**src/hw/rtl/lbp3_pkg.sv**
```systemverilog
// ----------------------------------------------------------------------------
// lbp3_pkg
// Shared types and constants of the 3x3 local binary pattern filter.
// ----------------------------------------------------------------------------
package lbp3_pkg;

    localparam int MAX_WIDTH = 1024;
    localparam int PIX_W     = 8;
    localparam int CODE_W    = 8;
    localparam int COL_W     = $clog2(MAX_WIDTH);
    localparam int WID_W     = 11;
    localparam int ROW_W     = 16;
    localparam int IROW_W    = ROW_W + 1;
    localparam int CFG_W     = 16;
    localparam int IDX_W     = 2;

    localparam logic [IDX_W-1:0] REG_IMAGE_WIDTH  = 2'd0;
    localparam logic [IDX_W-1:0] REG_IMAGE_HEIGHT = 2'd1;

    localparam logic [CODE_W-1:0] LBP_WEIGHT [3][3] = '{
        '{8'd1,  8'd2,  8'd4},
        '{8'd8,  8'd0,  8'd16},
        '{8'd32, 8'd64, 8'd128}
    };

    typedef logic [PIX_W-1:0] pix_t;
    typedef pix_t [2:0][2:0] win_t;

    typedef struct packed {
        logic top_ok;
        logic bot_ok;
        logic left_ok;
        logic right_ok;
        logic last;
    } bnd_t;

endpackage

```
**src/hw/rtl/lbp3_code.sv**
```systemverilog
// ----------------------------------------------------------------------------
// lbp3_code
// Local binary pattern of one 3x3 window, border neighbours masked.
// ----------------------------------------------------------------------------
module lbp3_code
    import lbp3_pkg::*;
(
    input  win_t              win,
    input  bnd_t              bnd,
    output logic [CODE_W-1:0] code
);

    always_comb begin
        code = '0;
        for (int dr = 0; dr < 3; dr++) begin
            for (int dc = 0; dc < 3; dc++) begin
                if ((dr != 0 || bnd.top_ok) && (dr != 2 || bnd.bot_ok) &&
                    (dc != 0 || bnd.left_ok) && (dc != 2 || bnd.right_ok) &&
                    (win[dr][dc] > win[1][1])) begin
                    code = code | LBP_WEIGHT[dr][dc];
                end
            end
        end
    end

endmodule
```
**config.mk**
```make
export PLATFORM = sky130hd
export DESIGN_NAME = lbp3_code
export DESIGN_NICKNAME = d
export VERILOG_FILES = /design/src/hw/rtl/lbp3_pkg.sv /design/src/hw/rtl/lbp3_code.sv
export SDC_FILE = /design/constraint.sdc
export NUM_CORES = 1
export LEC_CHECK = 0
export BUFFER_PORTS_ARGS = -buffer_cell sky130_fd_sc_hd__buf_2
export CAP_MARGIN = 0
export CORE_ASPECT_RATIO = 1.4
export CORE_UTILIZATION = 46
export DETAILED_ROUTE_END_ITERATION = 7
export PLACE_DENSITY_LB_ADDON = 0.08
export SETUP_SLACK_MARGIN = 0.5
export SLEW_MARGIN = 20
export SYNTH_ARGS = -nofsm -noshare
export SYNTH_HDL_FRONTEND = slang
export SYNTH_SLANG_ARGS = --single-unit
```
**constraint.sdc**
```tcl
create_clock -name vclk -period 1.8
set_clock_uncertainty 0.05 [all_clocks]
set_input_delay 0.36 -clock vclk [all_inputs]
set_output_delay 0.36 -clock vclk [all_outputs]
set_load 0.02 [all_outputs]
```
* Yosys cells after proc, flatten, opt, wreduce, memory -nomap -nowiden *
Cells that the tools add are included.

word-level totals
  register bits = 0
  bits of input ports = 77

cells by class
  reduce and logical (&&, ||, !) cells = 12
  $lt $le $gt $ge = 8
  multiplexer cells = 8

operators with widths
  kind                           number
  8-bit greater-than comparator  8
  1-bit logical AND              12
  8-bit two-way mux              1
  7-bit two-way mux              1
  6-bit two-way mux              1
  5-bit two-way mux              1
  4-bit two-way mux              1
  3-bit two-way mux              1
  2-bit two-way mux              1
  1-bit two-way mux              1

* Depth between registers and ports, before layout *
  word-level depth = 10
  depth in mapped cells = 6

* Worst setup path after synthesis *
OpenSTA, ideal clock, no wires.

  path type = in2out
  from = in win[33] in the netlist's numbering
  to = out code[4]
  buffers on the path = 0
  arrival time = 1,506 ps
  stages on the path = 6
  path slack = -116 ps
  required time = 1,390 ps
  cell sequence = inv_1 -> ha_1 -> nor2b_1 -> o211ai_1 -> a21o_1 -> a31oi_1

on the way
  word-level cells in the longest chain between the ends = 6

RTL lines
  element                        line             source
  from (decl)                    lbp3_code.sv:8   input win_t win,
  8-bit greater-than comparator  lbp3_code.sv:19  (win[dr][dc] > win[1][1])) begin
  1-bit logical AND              lbp3_code.sv:18  (dc != 0 || bnd.left_ok) && (dc != 2 || bnd.right_ok) &&
  5-bit two-way mux              lbp3_code.sv:17  if ((dr != 0 || bnd.top_ok) && (dr != 2 || bnd.bot_ok) &&
  6-bit two-way mux              lbp3_code.sv:17
  7-bit two-way mux              lbp3_code.sv:17
  8-bit two-way mux              lbp3_code.sv:17
  to (decl)                      lbp3_code.sv:10  output logic [CODE_W-1:0] code

No other way between the ends.

* Worst setup path after layout *
  from = in win[33] in the netlist's numbering
  to = out code[7]

on the way
  word-level cells in the longest chain between the ends = 3

RTL lines
  element                        line
  8-bit greater-than comparator  lbp3_code.sv:19
  1-bit logical AND              lbp3_code.sv:18
  8-bit two-way mux              lbp3_code.sv:17

No other way between the ends.

==> out/results.ini <==
[synth]
seq_area_frac_synth_pct=0
yosys.area.top_type=ha_1
synth.cell_area_um2=1418
synthAdderAreaFrac_pct=56.49
synth_cells=171
synth_xor_area_share_pct=0
synth_top_family_by_area=adder cells
yosys_warnings=0
ys_types=13
synthMuxAreaShare_pct=0
synth_top_area_share_pct=56.49
synth_fp_nets=312
yosys.area_share.simple_pct=13.06
synth-compound-area-share_pct=26.48
synthTopCellsByArea=ha_1 (56%), a21oi_1 (8.5%), nand4_1 (7.1%), a21o_1 (4.2%), o211ai_1 (4.2%)
syn_avg_cell_area_um2=8.290

[layout]
diodes=0
final_nets=402
nFlopsAndLatches=0
nFillCells=224
seq_area_um2=0
layout-drive-gt1-share_pct=43.63
num-clock-buffers=0
syn2layout_area_growth_pct=61.52

[critical_path]
path_class=in2out
cp-start-kind=input pin
crit_fanout=8
required_ns=1.39
endpoint_kind=output port
arrival_ns=1.64

[floorplan]
start_util_pct=48.77
chipHeight_um=67.69
die-area_um2=3311
core-area_um2=2907
std_cell_rows=23
io_pins=85
die_w_um=48.92

[min_path]
hold_depth=4
hold_end=code[1]
hold_path.class=in2out
worst_hold_startpoint=bnd[4]

[place]
place_hpwl_um=3279
place.port_buffers=84
place_congestion=0.7741

[job]
max_cap_viol_count=0

[global_routing]
grt_pass1_vias=1548
overflow=0
antenna_found_initial=0
grt_pass1_wl_um=6527
grt_usage_pct=24.46
grt_max_degree=9

[drt]
first_iter_violations=11
vias=1637
wl_per_cell_um=14.32
drc=0
detail-route-antenna-nets=0
wl_um=4238
routed_via_density=5.530
drtPass1Iterations=4

[power_and_ir_drop]
p_per_area_nw_per_um2=236.8
power_leakage_uw=0.001153
ir_drop_mv=0.1467
finalPower_uw=542.2

[timing]
final_max_slew_viol_count=0
setup_ws_ns=-0.2470
worst_slew_pin_slew_ns=0.3530
period_needed_ns=2.047
hold_viol_final=0
fin_setup_tns_ns=-1.802
rsz0062_at_grt=yes
finalSetupViolCount=8
period_share_pct=113.7
slew_headroom_pct=76.44
max_freq_mhz=488.5

[status]
status=finished with violations
violations=negative setup slack

[clocking]
cts-hold-fix-buffers=0

==> critical path, cell delays in order <==
cell and delay, ns:
buf_6 0.07, clkinvlp_4 0.08, buf_12 0.16, ha_4 0.27, nor2b_1 0.12, o211ai_1 0.10, a21oi_1 0.17, o21a_1 0.16
buf_6 0.12
==> routing by layer <==
layer	up-vias	routed length, µm	global-route usage (%)
met5	-	0	0
met4	0	0	0
met3	0	202	2.027
met2	61	2105	48.09
met1	722	1929	30.31
li1	854	-	-
==> kinds of logic after synthesis <==
kind of cell / count (synthesis)
AND/OR/NAND/NOR: 32
adder cells (fa/ha/maj): 64
AO/OA/AOI/OAI: 60
buffers and inverters: 15
==> through the flow <==
step                hold slack (ns)  area [µm²]  cells  worst slack, ns  util [%]
floorplan                    0.8525        1478    171          0.02444         -
global placement              1.120        1984    294          -0.3295     68.27
detailed placement            1.118        1984    294          -0.3305     68.27
CTS                           1.097        2165    295          -0.2276     74.47
global route                  1.113        2290    296          -0.3180     78.78
finish                        1.090        2290    296          -0.2470     78.78
==> cell type report <==
class                           instances  area [µm²]  share of cell area [%]
Multi-Input combinational cell        156        1627                   71.04
Inverter                               15       67.56                   2.951
Tap cell                               37       46.29                   2.022
Timing Repair Buffer                   88       549.3                   23.99
==> synthesized netlist by cell type (all sizes together) <==
cell    count
inv        15
a21o        8
o211ai      8
nor2b       8
o21ai       8
o21a        4
nand4      16
nand3       4
a21oi      24
a31oi       4
ha         64
o211a       4
nand2       4
==> cells in the final DEF, fill, tap and decap left out, drive strengths merged <==
| cell | n |
|---|---|
| buf | 88 |
| nand2 | 4 |
| o21ai | 8 |
| nand3 | 4 |
| o21a | 4 |
| inv | 12 |
| o211a | 4 |
| nor2b | 8 |
| clkinvlp | 3 |
| nand4 | 16 |
| a21o | 8 |
| ha | 64 |
| a31oi | 4 |
| o211ai | 8 |
| a21oi | 24 |
==> worst max path at each step <==
stage,start,end,slack (ns),cells after the start
after floorplan,win[33],code[2],0.02,6
after global placement,win[33],code[6],-0.33,8
after global routing,win[36],code[0],-0.32,7
final,win[33],code[7],-0.25,9
after CTS,win[37],code[0],-0.23,7
after detailed placement,win[33],code[1],-0.33,8
==> report_power, final <==
part           switching, µW  internal, µW
sequential                 0             0
combinational            263           279
clock                      0             0
==> timing repair <==
action | in CTS | in global routing
endpoints found under the setup margin | 8 | 8
setup buffers | 1 | 1
gates cloned | 0 | 0
pin swaps | 11 | 9
resized for setup | 27 | 15
Note: power is estimated with default switching activity, not from simulation.
